File: config.mk
export PLATFORM = sky130hd
export DESIGN_NAME = remote_drive_frame_parser_core
export DESIGN_NICKNAME = d
export VERILOG_FILES = /design/src/rdfp_pkg.sv /design/src/rdfp_in_reg.sv /design/src/rdfp_engine.sv /design/src/rdfp_out_reg.sv /design/src/remote_drive_frame_parser_core.sv
export SDC_FILE = /design/constraint.sdc
export NUM_CORES = 1
export LEC_CHECK = 0
export BUFFER_PORTS_ARGS = -buffer_cell sky130_fd_sc_hd__buf_2
export CORE_AREA = 2 2 128 130
export CTS_CLUSTER_SIZE = 16
export DETAILED_ROUTE_END_ITERATION = 10
export DIE_AREA = 0 0 130 132
export MAX_ROUTING_LAYER = met4
export PLACE_DENSITY = 0.6
export SLEW_MARGIN = 20
export SYNTH_ARGS = -nofsm -noshare
export SYNTH_HDL_FRONTEND = slang
export SYNTH_SLANG_ARGS = --single-unit
File: constraint.sdc
create_clock -name clk -period 14.85 [get_ports clk]
set_input_delay 2.2275 -clock clk [delete_from_list [all_inputs] [get_ports clk]]
set_output_delay 2.2275 -clock clk [all_outputs]
set_load 0.05 [all_outputs]
File: src/rdfp_pkg.sv
// Shared types and constants for the remote drive frame parser.
`default_nettype none

package rdfp_pkg;

  localparam logic [7:0] HEAD_0    = 8'hF1;
  localparam logic [7:0] HEAD_1    = 8'hE1;
  localparam logic [7:0] TAIL_BYTE = 8'hF2;
  localparam logic [7:0] FLAG_EXIT = 8'h01;

  localparam int unsigned CENTER_W = 15;
  localparam int unsigned LIMIT_W  = 16;
  localparam int unsigned CFG_W    = 16;
  localparam int unsigned CFG_IDX_W = 1;

  localparam logic [LIMIT_W-1:0] LIMIT_RESET = 16'd50;

  localparam logic [CFG_IDX_W-1:0] REG_SERVO_CENTER  = 1'b0;
  localparam logic [CFG_IDX_W-1:0] REG_TIMEOUT_LIMIT = 1'b1;

  typedef enum logic {
    OP_BYTE = 1'b0,
    OP_TICK = 1'b1
  } op_e;

  typedef enum logic {
    KIND_FRAME = 1'b0,
    KIND_STOP  = 1'b1
  } kind_e;

  typedef struct packed {
    op_e        op;
    logic [7:0] rx_byte;
  } item_t;

  typedef struct packed {
    kind_e       kind;
    logic [15:0] motor_drive;
    logic [15:0] servo_drive;
    logic        exit_manual;
  } result_t;

endpackage

`default_nettype wire

File: src/rdfp_in_reg.sv
// Input register holding one accepted beat until the parse stage takes it.
`default_nettype none

module rdfp_in_reg (
  input  wire logic          clk,
  input  wire logic          rst,
  input  wire logic          in_valid,
  output logic               in_ready,
  input  wire rdfp_pkg::item_t in_item,
  output logic               held,
  output rdfp_pkg::item_t    item,
  input  wire logic          take
);
  import rdfp_pkg::*;

  assign in_ready = !held || take;

  always_ff @(posedge clk) begin
    if (rst) begin
      held <= 1'b0;
    end else if (in_valid && in_ready) begin
      held <= 1'b1;
    end else if (take) begin
      held <= 1'b0;
    end
  end

  always_ff @(posedge clk) begin
    if (in_valid && in_ready) begin
      item <= in_item;
    end
  end

endmodule

`default_nettype wire

File: src/rdfp_engine.sv
// Frame parser state, watchdog counter, configuration registers and result logic.
`default_nettype none

module rdfp_engine (
  input  wire logic                          clk,
  input  wire logic                          rst,
  input  wire logic                          cfg_we,
  input  wire logic [rdfp_pkg::CFG_IDX_W-1:0] cfg_index,
  input  wire logic [rdfp_pkg::CFG_W-1:0]     cfg_data,
  input  wire logic                          item_valid,
  input  wire rdfp_pkg::item_t               item,
  input  wire logic                          slot_free,
  output logic                               take,
  output logic                               res_valid,
  output rdfp_pkg::result_t                  res
);
  import rdfp_pkg::*;

  logic [CENTER_W-1:0] servo_center;
  logic [LIMIT_W-1:0]  timeout_limit;
  logic [2:0]          pos;
  logic [2:0]          pos_next;
  logic [15:0]         idle_ticks;
  logic [39:0]         body;
  logic                is_byte;
  logic                hdr_bad;
  logic                last;
  logic                frame_ok;
  logic                stop;
  logic                exit_req;

  assign take     = item_valid && slot_free;
  assign is_byte  = item.op == OP_BYTE;
  assign hdr_bad  = (pos == 3'd0 && item.rx_byte != HEAD_0) ||
                    (pos == 3'd1 && item.rx_byte != HEAD_1);
  assign last     = pos == 3'd7;
  assign frame_ok = last && item.rx_byte == TAIL_BYTE;
  assign exit_req = body[7:0] == FLAG_EXIT;
  assign stop     = idle_ticks > timeout_limit;

  always_comb begin
    pos_next = (hdr_bad || last) ? 3'd0 : pos + 3'd1;
    res_valid = is_byte ? frame_ok : stop;
    if (is_byte) begin
      res.kind        = KIND_FRAME;
      res.motor_drive = body[39:24];
      res.servo_drive = body[23:8] + {1'b0, servo_center};
      res.exit_manual = exit_req;
    end else begin
      res.kind        = KIND_STOP;
      res.motor_drive = 16'd0;
      res.servo_drive = {1'b0, servo_center};
      res.exit_manual = 1'b0;
    end
  end

  always_ff @(posedge clk) begin
    if (rst) begin
      servo_center  <= '0;
      timeout_limit <= LIMIT_RESET;
    end else if (cfg_we) begin
      unique case (cfg_index)
        REG_SERVO_CENTER:  servo_center  <= cfg_data[CENTER_W-1:0];
        REG_TIMEOUT_LIMIT: timeout_limit <= cfg_data[LIMIT_W-1:0];
        default: ;
      endcase
    end
  end

  always_ff @(posedge clk) begin
    if (rst) begin
      pos        <= 3'd0;
      idle_ticks <= 16'd0;
    end else if (take) begin
      if (is_byte) begin
        pos <= pos_next;
        // An exit request leaves the watchdog running.
        if (frame_ok && !exit_req) begin
          idle_ticks <= 16'd0;
        end
      end else if (idle_ticks != 16'hFFFF) begin
        idle_ticks <= idle_ticks + 16'd1;
      end
    end
  end

  // Payload bytes two through six shift in; the tail compares the live byte.
  always_ff @(posedge clk) begin
    if (take && is_byte && pos >= 3'd2 && !last) begin
      body <= {body[31:0], item.rx_byte};
    end
  end

`ifndef SYNTH
  a_frame_at_tail: assert property (@(posedge clk) disable iff (rst)
    take && res_valid && res.kind == KIND_FRAME |-> pos == 3'd7)
    else $error("frame result away from the tail position");

  a_good_frame_clears: assert property (@(posedge clk) disable iff (rst)
    take && is_byte && frame_ok && !exit_req |=> idle_ticks == 16'd0)
    else $error("good frame did not clear the watchdog");

  a_stop_past_limit: assert property (@(posedge clk) disable iff (rst)
    take && res_valid && res.kind == KIND_STOP |-> idle_ticks > timeout_limit)
    else $error("stop issued below the limit");

  a_restart_after_frame: assert property (@(posedge clk) disable iff (rst)
    take && is_byte && last |=> pos == 3'd0)
    else $error("position did not restart after the eighth byte");
`endif

endmodule

`default_nettype wire

File: src/rdfp_out_reg.sv
// Result register that holds a beat until the consumer takes it.
`default_nettype none

module rdfp_out_reg (
  input  wire logic              clk,
  input  wire logic              rst,
  input  wire logic              load,
  input  wire rdfp_pkg::result_t res,
  output logic                   slot_free,
  output logic                   out_valid,
  input  wire logic              out_ready,
  output rdfp_pkg::result_t      out_res
);
  import rdfp_pkg::*;

  assign slot_free = !out_valid || out_ready;

  always_ff @(posedge clk) begin
    if (rst) begin
      out_valid <= 1'b0;
    end else if (load) begin
      out_valid <= 1'b1;
    end else if (out_ready) begin
      out_valid <= 1'b0;
    end
  end

  always_ff @(posedge clk) begin
    if (load) begin
      out_res <= res;
    end
  end

endmodule

`default_nettype wire

File: src/remote_drive_frame_parser_core.sv
// Top level of the remote drive frame parser.
//
//   Channel  Signals                                          Direction
//   in       in_valid, in_ready, op, rx_byte                  into the block
//   out      out_valid, out_ready, kind, motor_drive,
//            servo_drive, exit_manual                         out of the block
//   cfg      cfg_we, cfg_index, cfg_data                      into the block
//
// One beat is accepted per cycle while in_ready is high; the result is registered.
// The input register feeds a single parse stage that writes the result register.
// While out_ready is low with a result pending, the input register fills and then stalls.
// Synchronous reset clears the frame position, the watchdog count and the hold flags of both registers.
`default_nettype none

module remote_drive_frame_parser_core (
  input  wire logic                          clk,
  input  wire logic                          rst,
  input  wire logic                          in_valid,
  output logic                               in_ready,
  input  wire logic                          op,
  input  wire logic [7:0]                    rx_byte,
  output logic                               out_valid,
  input  wire logic                          out_ready,
  output logic                               kind,
  output logic signed [15:0]                 motor_drive,
  output logic signed [15:0]                 servo_drive,
  output logic                               exit_manual,
  input  wire logic                          cfg_we,
  input  wire logic [rdfp_pkg::CFG_IDX_W-1:0] cfg_index,
  input  wire logic [rdfp_pkg::CFG_W-1:0]     cfg_data
);
  import rdfp_pkg::*;

  item_t   in_item;
  item_t   item;
  logic    held;
  logic    take;
  logic    slot_free;
  logic    res_valid;
  result_t res;
  result_t out_res;

  assign in_item.op      = op_e'(op);
  assign in_item.rx_byte = rx_byte;

  rdfp_in_reg u_in_reg (
    .clk      (clk),
    .rst      (rst),
    .in_valid (in_valid),
    .in_ready (in_ready),
    .in_item  (in_item),
    .held     (held),
    .item     (item),
    .take     (take)
  );

  rdfp_engine u_engine (
    .clk        (clk),
    .rst        (rst),
    .cfg_we     (cfg_we),
    .cfg_index  (cfg_index),
    .cfg_data   (cfg_data),
    .item_valid (held),
    .item       (item),
    .slot_free  (slot_free),
    .take       (take),
    .res_valid  (res_valid),
    .res        (res)
  );

  rdfp_out_reg u_out_reg (
    .clk       (clk),
    .rst       (rst),
    .load      (take && res_valid),
    .res       (res),
    .slot_free (slot_free),
    .out_valid (out_valid),
    .out_ready (out_ready),
    .out_res   (out_res)
  );

  assign kind        = out_res.kind;
  assign motor_drive = out_res.motor_drive;
  assign servo_drive = out_res.servo_drive;
  assign exit_manual = out_res.exit_manual;

endmodule

`default_nettype wire
* Word level (Yosys, flattened, before mapping)
Cells that the tools add are included.
W data, S select, Z words.
** Word-level totals
- Bits in registers :: 135
- Input port bits :: 31
** Cells by class
- $add $sub $neg :: 3
- Magnitude comparators :: 2
- Equality and inequality tests :: 8
- Multiplexer cells :: 10
- Bitwise logic cells :: 2
- Reduce and logical (&&, ||, !) cells :: 26
** Operators with widths (count)
- $mux W16 :: 3
- $mux W34 :: 1
- $add A16 B1 Y16 const B :: 1
- $add A16 B15 Y16 :: 1
- $gt A16 B16 Y1 :: 1
- $ne A16 B16 Y1 const B :: 1
- $ne A8 B8 Y1 const B :: 2
- $logic_and A1 B1 Y1 :: 10
- $eq A8 B1 Y1 const B :: 1
- $eq A8 B8 Y1 const B :: 1
- $reduce_and A2 Y1 :: 3
- $reduce_bool A2 Y1 :: 3
- $mux W1 :: 5
- $logic_not A1 Y1 :: 4
- $logic_or A1 B1 Y1 :: 4
- $add A3 B1 Y3 const B :: 1
- $eq A3 B1 Y1 const B :: 1
- $eq A3 B3 Y1 const B :: 1
- $ge A3 B2 Y1 const B :: 1
- $logic_not A3 Y1 :: 1
- $mux W3 :: 1
- $reduce_and A3 Y1 :: 1
- $ne A2 B1 Y1 const B :: 1
- $not A1 Y1 :: 2

* Logic depth before layout (Yosys ltp)
- Word-level depth :: 6
- Gate-level depth with buffers :: 9

* By module
A second synthesis with hierarchy kept.
** Second synthesis, totals
- Cell total of the unflattened synthesis :: 557
- Area, all modules :: 6233.5 sq um
** By module, submodules not included
- rdfp_engine :: instances 1, cells an instance 504, area an instance 4834.6 sq um, sequential area each 2202.1 sq um
- rdfp_out_reg :: instances 1, cells an instance 38, area an instance 1067.3 sq um, sequential area each 1041.0 sq um
- rdfp_in_reg :: instances 1, cells an instance 14, area an instance 325.3 sq um, sequential area each 290.3 sq um
- remote_drive_frame_parser_core :: instances 1, cells an instance 1, area an instance 6.3 sq um, sequential area each 0.0 sq um

* Worst setup path after synthesis
Ideal clock, no wire load.
- Path type :: input -> register
- From :: input out_ready
- To :: register u_engine.body[0], enable pin
- Arrival :: 6.276 ns
- Setup slack :: 8.037 ns
- Stages :: 3
- Buffers on the path :: 0
- Cells stage by stage :: nand2b_1 -> nand2_1 -> nor4_1
** On the way
- Longest elaborated chain between the ends :: 5
** Ends and longest elaborated chain
- start: declaration :: RTL line remote_drive_frame_parser_core.sv:23 : input wire logic out_ready,
- $logic_or A1 B1 Y1 :: RTL line rdfp_out_reg.sv:16 : assign slot_free = !out_valid || out_ready;
- $logic_and A1 B1 Y1 :: RTL line rdfp_engine.sv:32 : assign take = item_valid && slot_free;
- $logic_and A1 B1 Y1 (3 in a row) :: RTL line rdfp_engine.sv:89 : if (take && is_byte && pos >= 3'd2 && !last) begin
- end signal: assignment :: RTL line rdfp_engine.sv:90 : body <= {body[31:0], item.rx_byte};
- end: declaration :: RTL line rdfp_engine.sv:24 : logic [39:0] body;
No other way between the ends.
A chain may end at the register's enable or synchronous reset.

* Worst setup path in the final report
- From :: input out_ready
- To :: output in_ready
** On the way
- Longest elaborated chain between the ends :: 3
** Ends and longest elaborated chain
- $logic_or A1 B1 Y1 :: RTL line rdfp_out_reg.sv:16
- $logic_and A1 B1 Y1 :: RTL line rdfp_engine.sv:32
- $logic_or A1 B1 Y1 :: RTL line rdfp_in_reg.sv:16 : assign in_ready = !held || take;
- end: declaration :: RTL line remote_drive_frame_parser_core.sv:19 : output logic in_ready,
No other way between the ends.

==> Flow_metrics.wiki <==
{| class="wikitable"
! Metric !! Value
|-
| Count of hold buffers inserted by post-cts repair || 0
|-
| Signal arrival time at the worst endpoint || 2.85 ns
|-
| Avg Vias per Cell || 4.99
|-
| Die area || 17200 sq um
|-
| CTS H-tree lvls || 4
|-
| Number of distinct library cells after synthesis || 54
|-
| Number of stages on the worst hold path || 0
|-
| Post-route minimum period || 5.08 ns
|-
| CTS Sinks || 135
|-
| Kind of end point of the critical path || output port
|-
| Count of mapped cells out of synthesis || 569
|-
| TritonCTS clock tree || built
|-
| Cell total after placement || 832
|-
| Worst Min Path Start || u_engine.body[27]
|-
| Cells on worst reg2reg path || 8
|-
| Share of flip-flops with an asynchronous set or reset after synthesis || 0%
|-
| R2R Path Start || u_engine.pos[1]
|-
| Worst path buffer plus inverter count || 2
|-
| 1st-iter DRT viols || 327
|-
| Routed len/inst || 14.4 um
|-
| Die span in x || 130 um
|-
| Core box area || 15700 sq um
|-
| Layout Cell Area excl Fill || 7330 sq um
|-
| Num rows || 46
|-
| Cell Pwr Density || 122 nW/um^2
|-
| VDD IR-drop max || 0.0859 mV
|-
| Area of combinational cells with multiple inputs || 2470 sq um
|-
| Buffers on Ports || 66
|-
| Cell area after synthesis || 6190 sq um
|-
| Total power draw || 0.893 mW
|-
| Global router's overall resource usage || 15.9%
|-
| Hold EP || u_engine.body[35]
|-
| Global route total overflow || 0
|-
| Pin count of the biggest net entering global routing || 58
|-
| Final setup violation count || 0
|-
| Vias in the first global route || 4421
|-
| Count of flip-flops with a built-in enable after synthesis || 83
|-
| Mean post-synth cell area || 10.9 sq um
|-
| Wire length reported by the detailed router || 12400 um
|-
| Leakage power summed over all cells || 2.74 nW
|-
| Number of antenna violations at the first check in global routing || 0
|-
| Clock transition at the register clock pins on the worst setup and hold paths after CTS || 0.06 ns
|-
| Peak Freq || 0.197 GHz
|-
| # Max-Cap Violations || 0
|-
| Worst-case clock skew || 0.0108 ns
|-
| Final core utilization || 46.6%
|-
| CTS resizes || 0
|-
| Area added between synthesis and finish || 18.3%
|-
| Total area of sequential cells || 3530 sq um
|-
| Fill count || 1432
|-
| Iteration count of the initial detailed-routing pass || 4
|-
| Worst min-delay path class || flop to flop
|-
| Max Slew Vio Count || 0
|-
| Setup repair after global routing missed its margin || no
|-
| Flip-flop and latch count after synthesis || 135
|-
| Internal reg-to-reg setup slack || 12.05 ns
|-
| Remaining routing DRC violations || 0
|-
| Setup Slack @ Placement || 9.77 ns
|-
| I/O pins || 67
|-
| Top FF cell, synth || edfxtp_1
|-
| Clock Latency Late Sink || 0.41 ns
|-
| Gate family responsible for the most delay along the worst path || buffers and inverters
|-
| Root Driver || clkbuf_16
|-
| Non-Filler Instances || 864
|-
| Slowest cell on crit path || buf_2
|-
| Cell occurring most often along the worst timing path || buf_2
|-
| Syn_nets || 638
|-
| Slew @ Worst Pin || 0.989 ns
|-
| Total vias in the final route || 4308
|-
| Starting utilization of the core area || 39.4%
|-
| Diodes inserted || 0
|-
| Kind of start point of the critical path || input pin
|-
| Status || finished, final reports clean
|-
| First-pass GRT wire length || 20900 um
|-
| Share of post-route cells with drive strength above 1 || 17.0%
|-
| Final Hold Violating Endpoints || 0
|-
| Commonest cells after routing, fill and taps aside || nand2_1, edfxtp_1, buf_2
|-
| Die Y-Extent || 132 um
|-
| Endpoint of the worst-slack reg-to-reg timing path || u_out_reg.out_res[11]
|-
| Critical path fanouts, max || 3
|-
| Number of buffers inserted during clock tree synthesis || 17
|-
| Hold Slack || 0.438 ns
|-
| Crit path largest cell delay || 0.22 ns
|-
| Layout Nets || 704
|-
| Antenna violation net count after detailed routing || 0
|-
| Sequential element share of the synthesized area || 57.1%
|-
| Post-place instance area || 6710 sq um
|-
| Critical path required time || 12.62 ns
|-
| Cell-by-cell trace of the critical path || buf_2 -> nor2b_1 -> nand2_1 -> buf_2
|-
| Placer congestion estimate || 0.872
|-
| Count of yosys warnings during synthesis || 0
|-
| Leading cell type in the layout, fill and taps excluded || nand2_1
|-
| Portion of the clock cycle consumed by the worst path in the final layout || 34.2%
|-
| Slew Limit Headroom || 33.9%
|-
| Total Negative Setup Slacks || 0 ns
|-
| DPL Wire Length || 9110 um
|-
| Worst setup path category || input pin to output port
|-
| Buffers inserted by post-CTS timing repair || 0
|-
| Max Buffers Root-to-Sink || 2
|-
| Worst Slack Setup Final || 9.77 ns
|}
==> area by class of cell <==
class                   count  share of cell area [%]
clock buffers              19                    5.91
clock inverters            13                    2.44
inverters                  25                    1.28
multi-input cells         388                    33.7
flip-flops and latches    135                    48.2
well taps                 216                    3.69
repair buffers             68                    4.71
==> how the worst max path moves through the flow <==
stage,start,endpoint,depth (start not counted)
detailed placement,out_ready,in_ready,4
global placement,out_ready,in_ready,4
global route,out_ready,in_ready,4
CTS,out_ready,in_ready,4
finish,out_ready,in_ready,4
floorplan,out_ready,u_engine.body[0],3
==> synth_stat cells, types with 5 or more instances <==
| cell | n | area share, % |
|---|---|---|
| a21oi_1 | 53 | 4.3 |
| clkbuf_1 | 14 | 0.85 |
| dfxtp_1 | 52 | 17 |
| edfxtp_1 | 83 | 40 |
| ha_1 | 37 | 7.5 |
| inv_1 | 25 | 1.5 |
| nand2_1 | 96 | 5.8 |
| nand3_1 | 6 | 0.48 |
| nand3b_1 | 5 | 0.61 |
| nand4_1 | 6 | 0.61 |
| nor2_1 | 32 | 1.9 |
| nor2b_1 | 21 | 2.1 |
| nor3_1 | 8 | 0.65 |
| o211ai_1 | 10 | 1.2 |
| o21ai_0 | 26 | 2.1 |
| xnor2_1 | 9 | 1.3 |
| xor2_1 | 14 | 2.0 |
==> cell families (layout without fill, tap and decap cells) <==
| family | after synthesis | in the layout | synth area share [%] |
|---|---|---|---|
| and+or+nand+nor | 198 | 198 | 15.5 |
| DFF | 135 | 135 | 57.1 |
| AOI/OAI and AO/OA | 124 | 124 | 12.2 |
| buffers and inverters | 46 | 125 | 3.25 |
| adders and majority gates | 38 | 38 | 7.80 |
| xor gates and xnor gates | 23 | 23 | 3.25 |
| muxes | 5 | 5 | 0.889 |
==> sequential cells by signal, summed over array words and instances, names as in the netlist <==
name                    cells
u_out_reg.out_res          34
u_engine.body              40
u_engine.timeout_limit     16
u_engine.pos                3
u_out_reg.out_valid         1
u_in_reg.item               9
u_engine.servo_center      15
u_engine.idle_ticks        16
u_in_reg.held               1
==> worst register-to-register path, cell delays in order, from the launching register on <==
cell	delay (ns)
dfxtp_1	0.40
ha_1	0.19
ha_1	0.21
nand4b_1	0.18
nor4_4	0.21
nor2_1	0.08
a21oi_1	0.15
o31ai_1	0.17
nor2_4	0.79
==> metal layers <==
metal | GRT usage (%) | share of wire [%]
met5 | - | 0
met1 | 18.8 | 44
met3 | 4.30 | 4.4
met2 | 25.7 | 49
met4 | 6.27 | 2.4
==> report_power, final <==
part	internal (mW)	switching, mW
Sequential	0.404	0.00479
Clock	0.280	0.153
Combinational	0.0178	0.0340
Power figures use the tool's default switching activity.
